## config.mk

```make
export PLATFORM = sky130hd
export DESIGN_NAME = multizone_heating_thermostat
export DESIGN_NICKNAME = d
export VERILOG_FILES = /design/src/rtl/mzht_pkg.sv /design/src/rtl/multizone_heating_thermostat.sv
export SDC_FILE = /design/constraint.sdc
export NUM_CORES = 1
export LEC_CHECK = 0
export ABC_AREA = 1
export BUFFER_PORTS_ARGS = -buffer_cell sky130_fd_sc_hd__buf_2
export CAP_MARGIN = 20
export CELL_PAD_IN_SITES_DETAIL_PLACEMENT = 2
export CELL_PAD_IN_SITES_GLOBAL_PLACEMENT = 2
export CORE_ASPECT_RATIO = 1.75
export CORE_MARGIN = 1.5
export CORE_UTILIZATION = 35
export CTS_CLUSTER_SIZE = 12
export DETAILED_ROUTE_END_ITERATION = 7
export PLACE_DENSITY = 0.85
export SLEW_MARGIN = 5
export SYNTH_ARGS = -nofsm -noshare
export SYNTH_HDL_FRONTEND = slang
export SYNTH_SLANG_ARGS = --single-unit
export TNS_END_PERCENT = 20
```

## constraint.sdc

```tcl
create_clock -name clk -period 6.3 [get_ports clk]
set_input_delay 0 -clock clk [delete_from_list [all_inputs] [get_ports clk]]
set_output_delay 0 -clock clk [all_outputs]
set_load 0.02 [all_outputs]
```

## src/rtl/mzht_pkg.sv

```systemverilog
package mzht_pkg;

  localparam int ZONES = 6;
  localparam int ZW = 3;
  localparam logic [15:0] BUMP_LIMIT = 16'd120;
  localparam logic signed [17:0] CIRCUIT_DROP = 18'sd5;
  localparam logic signed [15:0] DEFAULT_TARGET = 16'sd210;
  localparam logic signed [15:0] DEFAULT_TOLERANCE = 16'sd5;
  localparam logic signed [15:0] NO_TEMP = 16'sh8000;
  localparam logic [15:0] DEFAULT_LIFE = 16'd2;

  localparam logic [2:0] FN_TICK = 3'd0;
  localparam logic [2:0] FN_READ = 3'd1;
  localparam logic [2:0] FN_BUMP = 3'd2;
  localparam logic [2:0] FN_MODE = 3'd3;
  localparam logic [2:0] FN_SETP = 3'd4;
  localparam logic [2:0] FN_TOL = 3'd5;

  localparam logic [1:0] CFG_CIRCUIT = 2'd0;
  localparam logic [1:0] CFG_PUMP = 2'd1;
  localparam logic [1:0] CFG_LIFE = 2'd2;

  localparam logic [2:0] RS_NONE = 3'd0;
  localparam logic [2:0] RS_ON_COLD = 3'd1;
  localparam logic [2:0] RS_ON_BUMP = 3'd2;
  localparam logic [2:0] RS_OFF_NOSENS = 3'd3;
  localparam logic [2:0] RS_OFF_HOT = 3'd4;
  localparam logic [2:0] RS_OFF_IDLE = 3'd5;
  localparam logic [2:0] RS_OFF_LIMIT = 3'd6;
  localparam logic [2:0] RS_OFF_WARM = 3'd7;

  typedef struct packed {
    logic [2:0] func;
    logic [2:0] zone;
    logic signed [15:0] reading;
    logic heat_mode;
    logic signed [15:0] setpoint;
    logic signed [15:0] band;
  } in_t;

  typedef struct packed {
    logic heater_relay;
    logic circuit_heating;
    logic water_pump;
    logic bump_run;
    logic [2:0] switch_reason;
    logic [5:0] online_mask;
  } out_t;

  // IDLE take request; DEC walk zones (decrement); TREND circuit trend; SCAN walk zones (flags);
  // DECIDE relay; PUMP walk zones for pump; MASK walk zones for online mask; DONE hold result
  typedef enum logic [2:0] {
    ST_IDLE, ST_DEC, ST_TREND, ST_SCAN, ST_DECIDE, ST_PUMP, ST_MASK, ST_DONE
  } state_t;

endpackage

```

## src/rtl/multizone_heating_thermostat.sv

```systemverilog
// Sequencing: a tick request is taken in IDLE and walks DEC, TREND, SCAN, DECIDE, PUMP and
//   MASK before its result is held in DONE; other requests go straight to MASK. The sequencer
//   walks one zone per cycle in each pass; SCAN, PUMP and MASK share one compare unit.
// Flow: one request at a time; ready again the cycle after the result is taken.
// Reset (rst, synchronous): all zone settings and control state return to defaults.
module multizone_heating_thermostat (
  input  logic clk,
  input  logic rst,
  input  logic in_valid,
  output logic in_ready,
  input  mzht_pkg::in_t in_data,
  output logic out_valid,
  input  logic out_ready,
  output mzht_pkg::out_t out_data,
  input  logic cfg_we,
  input  logic [1:0] cfg_index,
  input  logic [15:0] cfg_wdata
);
  import mzht_pkg::*;

  // configuration
  logic [2:0] circuit_zone;
  logic [5:0] pump_zone_mask;
  logic [15:0] life_limit;

  // state
  logic relay_state, circuit_state, pump_state, bump_pending, bumped_flag;
  logic [15:0] run_ticks;
  logic zone_heat [ZONES];
  logic signed [15:0] zone_target [ZONES];
  logic signed [15:0] zone_tolerance [ZONES];
  logic signed [15:0] zone_temp [ZONES];
  logic [15:0] zone_life [ZONES];
  logic signed [15:0] hist [4];

  state_t state, state_next;
  logic [ZW-1:0] idx;
  logic any_rep, warm, cold, pneed, toggled;
  logic [2:0] reason;
  logic [5:0] online;

  logic has_circ;
  assign has_circ = circuit_zone < ZW'(ZONES);

  // shared per-zone unit, addressed by idx
  logic [15:0] half_life;
  logic s_online, s_offline, s_obs, normal, active;
  logic signed [17:0] t, tg, tl, hi_lim, lo_lim;
  logic le_hi, lt_lo;
  logic [2:0] idx3;
  assign idx3 = 3'(idx);
  assign half_life = life_limit >> 1;
  assign s_online = zone_life[idx] > half_life;
  assign s_obs = zone_life[idx] == 16'd0;
  assign s_offline = !s_online && !s_obs;
  assign normal = !(has_circ && idx3 == circuit_zone);
  assign active = normal && !s_offline && zone_heat[idx];
  assign t = 18'(zone_temp[idx]);
  assign tg = 18'(zone_target[idx]);
  assign tl = 18'(zone_tolerance[idx]);
  assign hi_lim = tg + tl;
  assign lo_lim = tg - tl;
  assign le_hi = t <= hi_lim;
  assign lt_lo = t < lo_lim;

  // circuit zone view
  logic [ZW-1:0] cz;
  logic c_live, rising, idle, c_hot, c_cold_ok;
  logic signed [15:0] ct;
  logic signed [17:0] drop;
  assign cz = ZW'(circuit_zone);
  assign ct = zone_temp[cz];
  assign c_live = has_circ && zone_life[cz] != 16'd0 && zone_heat[cz];
  assign rising = c_live && hist[3] < hist[2] && hist[2] < hist[1] &&
                  hist[1] < hist[0] && hist[0] < ct;
  assign drop = 18'(hist[0]) - 18'(ct);
  assign idle = c_live && ((hist[3] >= hist[2] && hist[2] >= hist[1] &&
                hist[1] >= hist[0] && hist[0] >= ct) || drop > CIRCUIT_DROP);
  assign c_hot = c_live && ct >= zone_tolerance[cz];
  assign c_cold_ok = !c_live || ct <= zone_target[cz];

  logic last;
  assign last = idx == ZW'(ZONES - 1);

  assign in_ready = state == ST_IDLE;
  assign out_valid = state == ST_DONE;
  always_comb begin
    out_data.heater_relay = relay_state;
    out_data.circuit_heating = circuit_state;
    out_data.water_pump = pump_state;
    out_data.bump_run = bumped_flag;
    out_data.switch_reason = reason;
    out_data.online_mask = online;
  end

  // next state
  always_comb begin
    state_next = state;
    unique case (state)
      ST_IDLE: if (in_valid) state_next = (in_data.func == FN_TICK) ? ST_DEC : ST_MASK;
      ST_DEC: if (last) state_next = ST_TREND;
      ST_TREND: state_next = ST_SCAN;
      ST_SCAN: if (last) state_next = ST_DECIDE;
      ST_DECIDE: state_next = ST_PUMP;
      ST_PUMP: if (last) state_next = ST_MASK;
      ST_MASK: if (last) state_next = ST_DONE;
      ST_DONE: if (out_ready) state_next = ST_IDLE;
      default: state_next = ST_IDLE;
    endcase
  end

  always_ff @(posedge clk) begin
    if (rst) state <= ST_IDLE;
    else state <= state_next;
  end

  // configuration writes
  always_ff @(posedge clk) begin
    if (rst) begin
      circuit_zone <= 3'd6;
      pump_zone_mask <= 6'd0;
      life_limit <= 16'd10;
    end else if (cfg_we) begin
      unique case (cfg_index)
        CFG_CIRCUIT: circuit_zone <= cfg_wdata[2:0];
        CFG_PUMP: pump_zone_mask <= cfg_wdata[5:0];
        CFG_LIFE: life_limit <= cfg_wdata;
        default: ;
      endcase
    end
  end

  // datapath and sequencing
  always_ff @(posedge clk) begin
    if (rst) begin
      relay_state <= 1'b0;
      circuit_state <= 1'b0;
      pump_state <= 1'b0;
      bump_pending <= 1'b0;
      bumped_flag <= 1'b0;
      run_ticks <= 16'd0;
      idx <= '0;
      reason <= RS_NONE;
      online <= '0;
      any_rep <= 1'b0; warm <= 1'b1; cold <= 1'b0; pneed <= 1'b0; toggled <= 1'b0;
      for (int z = 0; z < ZONES; z++) begin
        zone_heat[z] <= 1'b0;
        zone_target[z] <= DEFAULT_TARGET;
        zone_tolerance[z] <= DEFAULT_TOLERANCE;
        zone_temp[z] <= NO_TEMP;
        zone_life[z] <= DEFAULT_LIFE;
      end
      for (int h = 0; h < 4; h++) hist[h] <= NO_TEMP;
    end else begin
      unique case (state)
        ST_IDLE: begin
          idx <= '0;
          reason <= RS_NONE;
          online <= '0;
          any_rep <= 1'b0; warm <= 1'b1; cold <= 1'b0; pneed <= 1'b0; toggled <= 1'b0;
          if (in_valid) begin
            if (in_data.func == FN_TICK) begin
              if (run_ticks != 16'hFFFF) run_ticks <= run_ticks + 16'd1;
            end else if (in_data.func == FN_BUMP) begin
              bump_pending <= 1'b1;
            end else if (in_data.func <= FN_TOL && in_data.zone < ZW'(ZONES)) begin
              unique case (in_data.func)
                FN_READ: begin
                  if (in_data.reading != NO_TEMP)
                    zone_life[ZW'(in_data.zone)] <= life_limit;
                  if (has_circ && in_data.zone == circuit_zone) begin
                    hist[3] <= hist[2]; hist[2] <= hist[1]; hist[1] <= hist[0];
                    hist[0] <= zone_temp[ZW'(in_data.zone)];
                  end
                  zone_temp[ZW'(in_data.zone)] <= in_data.reading;
                end
                FN_MODE: zone_heat[ZW'(in_data.zone)] <= in_data.heat_mode;
                FN_SETP: zone_target[ZW'(in_data.zone)] <= in_data.setpoint;
                FN_TOL: zone_tolerance[ZW'(in_data.zone)] <= in_data.band;
                default: ;
              endcase
            end
          end
        end
        ST_DEC: begin
          if (zone_life[idx] != 16'd0) zone_life[idx] <= zone_life[idx] - 16'd1;
          idx <= last ? '0 : idx + ZW'(1);
        end
        ST_TREND: begin
          if (!circuit_state && rising) circuit_state <= 1'b1;
          else if (circuit_state && idle) begin
            circuit_state <= 1'b0;
            toggled <= 1'b1;
          end
        end
        ST_SCAN: begin
          if (normal && !s_obs) any_rep <= 1'b1;
          if (active && le_hi) warm <= 1'b0;
          if (active && lt_lo) cold <= 1'b1;
          idx <= last ? '0 : idx + ZW'(1);
        end
        ST_DECIDE: begin
          if (relay_state) begin
            priority if (!any_rep) reason <= RS_OFF_NOSENS;
            else if (c_hot) reason <= RS_OFF_HOT;
            else if (toggled) reason <= RS_OFF_IDLE;
            else if (bumped_flag && run_ticks > BUMP_LIMIT) reason <= RS_OFF_LIMIT;
            else if (!bumped_flag && warm) reason <= RS_OFF_WARM;
            if (!any_rep || c_hot || toggled || run_ticks > BUMP_LIMIT)
              bumped_flag <= 1'b0;
            if (!any_rep || c_hot || toggled || (bumped_flag && run_ticks > BUMP_LIMIT) ||
                (!bumped_flag && warm)) begin
              relay_state <= 1'b0;
              run_ticks <= 16'd0;
            end
          end else if (c_cold_ok) begin
            if (cold) reason <= RS_ON_COLD;
            else if (bump_pending) begin
              reason <= RS_ON_BUMP;
              bumped_flag <= 1'b1;
            end
            if (cold || bump_pending) begin
              relay_state <= 1'b1;
              run_ticks <= 16'd0;
            end
          end
        end
        ST_PUMP: begin
          logic p;
          p = pneed || (idx3 < 3'd6 && pump_zone_mask[idx3] && !s_obs &&
              zone_heat[idx] && normal && le_hi);
          pneed <= p;
          if (last) begin
            if (relay_state) pump_state <= p || bumped_flag;
            bump_pending <= 1'b0;
          end
          idx <= last ? '0 : idx + ZW'(1);
        end
        ST_MASK: begin
          if (idx3 < 3'd6 && s_online) online[idx3] <= 1'b1;
          idx <= last ? '0 : idx + ZW'(1);
        end
        ST_DONE: ;
        default: ;
      endcase
    end
  end

endmodule

```

[Yosys cells after proc, flatten, opt, wreduce, memory -nomap -nowiden]
Memories as Yosys holds them, arrays and structs flattened. A register that Yosys moved wholly into a read port is not among the register bits.
Cells that the tools add are included.
Widths: inputs -> output; s select.
Operators by class
  add/sub/neg operators: 6
  magnitude comparators: 21
  eq/ne operators: 42
  mux-type cells: 158
  bitwise logic cells: 5
  reductions and logical operators: 86
Operators by type and width (count)
  $mux 16: 16
  $mux 3: 43
  $mux 1: 85
  $ge 16x16->1: 5
  $reduce_or 16->1: 5
  $lt 16x16->1: 4
  $sub 16x16->17: 2
  $ne 16x16->1 const B: 2
  $pmux 16 s2: 1
  $reduce_bool 16->1: 2
  $logic_and 1x1->1: 31
  $ne 2x2->1 const B: 13
  $pmux 3 s8: 1
  $eq 3x3->1 const B: 7
  $reduce_bool 2->1: 9
  $add 16x16->17: 1
  $gt 17x4->1 const B: 1
  $le 16x17->1: 1
  $lt 16x17->1: 1
  $add 16x1->16 const B: 1
  $gt 16x15->1: 1
  $gt 16x7->1 const B: 1
  $le 16x16->1: 1
  $logic_not 16->1: 1
  35 further kinds: 83
Storage, ports and cells
  register bits after elaboration: 66
  bits in writable memories: 454
  bits of input ports: 78
  word-level logic and storage cells: 342
  memories: 6
Memory list
  zone_life: words 6, bits a word 16, rd ports 2, clocked after memory_dff 2, write ports 6, line multizone_heating_thermostat.sv:33  | logic [15:0] zone_life [ZONES];
  zone_target: words 6, bits a word 16, rd ports 2, clocked after memory_dff 2, write ports 6, line multizone_heating_thermostat.sv:30  | logic signed [15:0] zone_target [ZONES];
  zone_temp: words 6, bits a word 16, rd ports 3, clocked after memory_dff 2, write ports 6, line multizone_heating_thermostat.sv:32  | logic signed [15:0] zone_temp [ZONES];
  zone_tolerance: words 6, bits a word 16, rd ports 2, clocked after memory_dff 2, write ports 6, line multizone_heating_thermostat.sv:31  | logic signed [15:0] zone_tolerance [ZONES];
  hist: words 4, bits a word 16, rd ports 4, clocked after memory_dff 0, write ports 4, line multizone_heating_thermostat.sv:34  | logic signed [15:0] hist [4];
  zone_heat: words 6, bits a word 1, rd ports 2, clocked after memory_dff 2, write ports 6, line multizone_heating_thermostat.sv:29  | logic zone_heat [ZONES];

[Depth between registers and ports, before layout]
  depth after elaboration: 13
  depth in mapped cells: 38
  gate-level depth less buffers: 32

[Least setup slack after synthesis]
No wires, ideal clock.
  kind: reg-to-reg
  start point: register state[0]
  end point: memory hist[0][0] (enable)
  setup time: 574 ps
  data arrival time: 5697 ps
  required time: 5726 ps
  path slack: 28 ps
  stages on the path, launching flop included: 8
  clock period less this slack: 6272 ps
  cells stage by stage: dfxtp_1 -> nor2_1 -> inv_1 -> nor2_2 -> inv_2 -> nor2_1 -> nand2_1 -> o21ai_0
RTL lines
  from (decl): line multizone_heating_thermostat.sv:36  | state_t state, state_next;
  from (signal assigned): line multizone_heating_thermostat.sv:114  | else state <= state_next;
  to (decl): line multizone_heating_thermostat.sv:34

==> flow_metrics.env <==
export IMPL_crit_slowest_cell="dfxtp_4"
export IMPL_drv_cap=0
export IMPL_slew_headroom=0.177
export IMPL_endpoint_kind="register"
export IMPL_ant_nets=0
export IMPL_place_inst=6466
export IMPL_synth_enable_flop_cells=584
export IMPL_irDropWorstVdd_v=0.000210
export IMPL_wl_per_cell_um=27.1
export IMPL_synth_area_per_cell_um2=8.09
export IMPL_fmax_mhz=166
export IMPL_cts_sinks=656
export IMPL_multi_input_area_um2=17700
export IMPL_drive_gt1_frac=0.0769
export IMPL_stdcell_count=6673
export IMPL_rows=163
export IMPL_clk_pin_slew_ps=70
export IMPL_ys_seq_area_frac=0.475
export IMPL_synthArstFlopShare=0
export IMPL_synth_cell_types=66
export IMPL_outcome="complete, no violations"
export IMPL_slew_viol_final=0
export IMPL_yosysWarnings=0
export IMPL_synth_cell_area_um2=39900
export IMPL_tns_ps=0
export IMPL_synth_seq_cells=656
export IMPL_cts_root_buf="clkbuf_16"
export IMPL_core_area_um2=113000
export IMPL_routed_wl_um=181000
export IMPL_numCtsBuffers=72
export IMPL_cpPeakStageDelay_ps=660
export IMPL_die_h_um=450
export IMPL_hpwl_um=120000
export IMPL_critical_path_class="reg2reg"
export IMPL_p_leak_uw=0.0185
export IMPL_grt_pass1_wl_um=268000
export IMPL_critPathMaxFanout=42
export IMPL_critPathTopFamily="simple AND/OR/NAND/NOR gates"
export IMPL_die_area_um2=116000
export IMPL_setup_viol=0
export IMPL_synth_compound_area_frac=0.187
export IMPL_post_synth_fa_ha_maj_area_fraction=0.0582
export IMPL_start_util=0.353
export IMPL_cts_tree="done"
export IMPL_fill_cells=12839
export IMPL_cp_arrival_ps=6600
export IMPL_synth_flop_cell="edfxtp_1"
export IMPL_crit_required_ps=6890
export IMPL_rsz0062_at_grt="false"
export IMPL_drtIter0Drc=2550
export IMPL_grt_pass1_vias=43305
export IMPL_post_cts_buffers=0
export IMPL_fin_crit_ps=6020
export IMPL_via_count=38603
export IMPL_period_share=0.955
export IMPL_drc=0
export IMPL_fin_skew_ps=36.1
export IMPL_grt_max_degree=127
export IMPL_finalHoldViolCount=0
export IMPL_routed_via_density=5.78
export IMPL_synthMuxAreaShare=0
export IMPL_die_width_um=258
export IMPL_synth_top_family_by_area="compound AO/OA/AOI/OAI gates"
export IMPL_synth_simple_gate_area_share=0.177
export IMPL_crit_buf_inv=4
export IMPL_ios=93
export IMPL_grtUsageTotal=0.307
export IMPL_cts_htree_levels=3
export IMPL_worstMarginPinSlew_ps=1220
export IMPL_place_congestion=0.872
export IMPL_powerDensity_nw_per_um2=349
export IMPL_clockBufferDepth=3
export IMPL_clk_latency_ps=700
export IMPL_port_buffers=92
export IMPL_min_path_type="in2reg"
export IMPL_seqCellArea_um2=19000
export IMPL_nNetsFinal=5400
export IMPL_dr_pass1_iters=5
export IMPL_gr_total_overflow=0
export IMPL_antenna_found_initial=1
export IMPL_cp_common_cell="nand2_1"
export IMPL_syn_inst=4935
export IMPL_synth_xor_area_frac=0.0118
export IMPL_startpoint_type="register"
export IMPL_syn2layout_area_growth_pct=14.4
through the flow:
| step | util | area [um2] | power [uW] | setup slack (ps) | hold slack [ps] |
|---|---|---|---|---|---|
| 3_3_place_gp | 0.377 | 42500 | 10900 | 455 | 279 |
| 5_1_grt | 0.404 | 45700 | 16600 | 35.3 | 131 |
| 2_1_floorplan | - | 40300 | 9080 | 28.1 | 126 |
| 6_report | 0.404 | 45700 | 15900 | 285 | 136 |
| 4_1_cts | 0.404 | 45600 | 15700 | 256 | 6.17 |
| 3_5_place_dp | 0.377 | 42500 | 11300 | 269 | 304 |
final cells by class:
class                           count  area share
Tap cell                         1485      0.0407
Sequential cell                   656       0.416
Timing Repair Buffer              295      0.0503
Multi-Input combinational cell   3451       0.389
Clock buffer                       92      0.0416
Clock inverter                     31     0.00773
Antenna cell                        1   0.0000548
Inverter                          662      0.0550
repair_timing:
item / in CTS / in global routing
endpoints found under the hold margin: 400 / 2
gates resized for setup: 0 / 8
setup endpoints to repair: 0 / 4
hold buffers: 80 / 1
cell usage after synthesis, drive strengths merged (2+ instances only):
cell type | instances | area share
a2111oi | 3 | 0.00066
a211oi | 3 | 0.00056
a21o | 2 | 0.00038
a21oi | 429 | 0.055
a221oi | 4 | 0.00088
a22oi | 11 | 0.0024
a31oi | 38 | 0.0060
and2 | 2 | 0.00031
and3 | 2 | 0.00031
buf | 70 | 0.010
clkbuf | 193 | 0.018
clkinv | 10 | 0.00094
dfxtp | 72 | 0.036
edfxtp | 584 | 0.44
fa | 3 | 0.0015
ha | 181 | 0.057
inv | 652 | 0.061
nand2 | 626 | 0.059
nand3 | 141 | 0.019
nand3b | 10 | 0.0019
nand4 | 44 | 0.0071
nor2 | 824 | 0.078
nor3 | 48 | 0.0067
nor4 | 14 | 0.0022
o211ai | 56 | 0.011
o21a | 3 | 0.00056
o21ai | 813 | 0.10
o21bai | 10 | 0.0019
o22ai | 4 | 0.0013
o31ai | 8 | 0.0015
or2 | 10 | 0.0016
xnor2 | 5 | 0.0011
xor2 | 49 | 0.011
tightest hold or removal path: cells and delay by family:
kind / cells / cell delay (ps)
compound gates: 2 / 190
buf+inv: 2 / 630
state kept, by name, summed over array words and instances, names as in the netlist, 8 cells and up, named ones only:
signal / cells
zone_tolerance: 128
life_limit: 16
hist: 64
zone_target: 128
zone_life: 128
zone_temp: 128
run_ticks: 16
zone_heat: 8
report_power, final:
group	total (uW)	internal, uW	switching (uW)
Combinational	6370	1880	4490
Clock	4390	2390	2010
Sequential	5180	4960	221
worst paths after layout:
path,startpoint,end,slack (ps),cells past startpoint
worst max-delay path,register,cold,280,28
worst min-delay path,cfg_wdata[15],life_limit[15],140,4
worst max register to register,register,cold,280,28
worst min register to register,toggled,toggled,470,2
layer usage:
metal  up-vias  wire length, um  track usage
li1      16932                -            -
met1     19565            61700        0.306
met2      1427            94800        0.567
met3       679             8930       0.0424
met4         0            15400        0.238
met5         -                0            0
kinds of logic (layout without fill, tap and decap cells):
kind of cell / Yosys count / after routing
other cells: 1 / 99
xor+xnor: 54 / 54
compound gates: 1392 / 1392
flops: 656 / 656
simple gates: 1723 / 1723
buf+inv: 925 / 1080
fa+ha+maj: 184 / 184
placed cells by master, fill, tap and decap left out, types with 49 or more instances in the layout:
master | netlist | routed
a21oi_1 | 422 | 422
buf_2 | 23 | 91
buf_4 | 9 | 112
clkbuf_16 | 0 | 73
conb_1 | 1 | 98
dfxtp_1 | 72 | 66
dlygate4sd3_1 | 0 | 81
edfxtp_1 | 584 | 584
ha_1 | 181 | 181
inv_1 | 644 | 641
nand2_1 | 623 | 623
nand3_1 | 136 | 136
nor2_1 | 809 | 808
o211ai_1 | 52 | 52
o21ai_0 | 758 | 755
xor2_1 | 49 | 49
(Power assumes the default switching activity.)
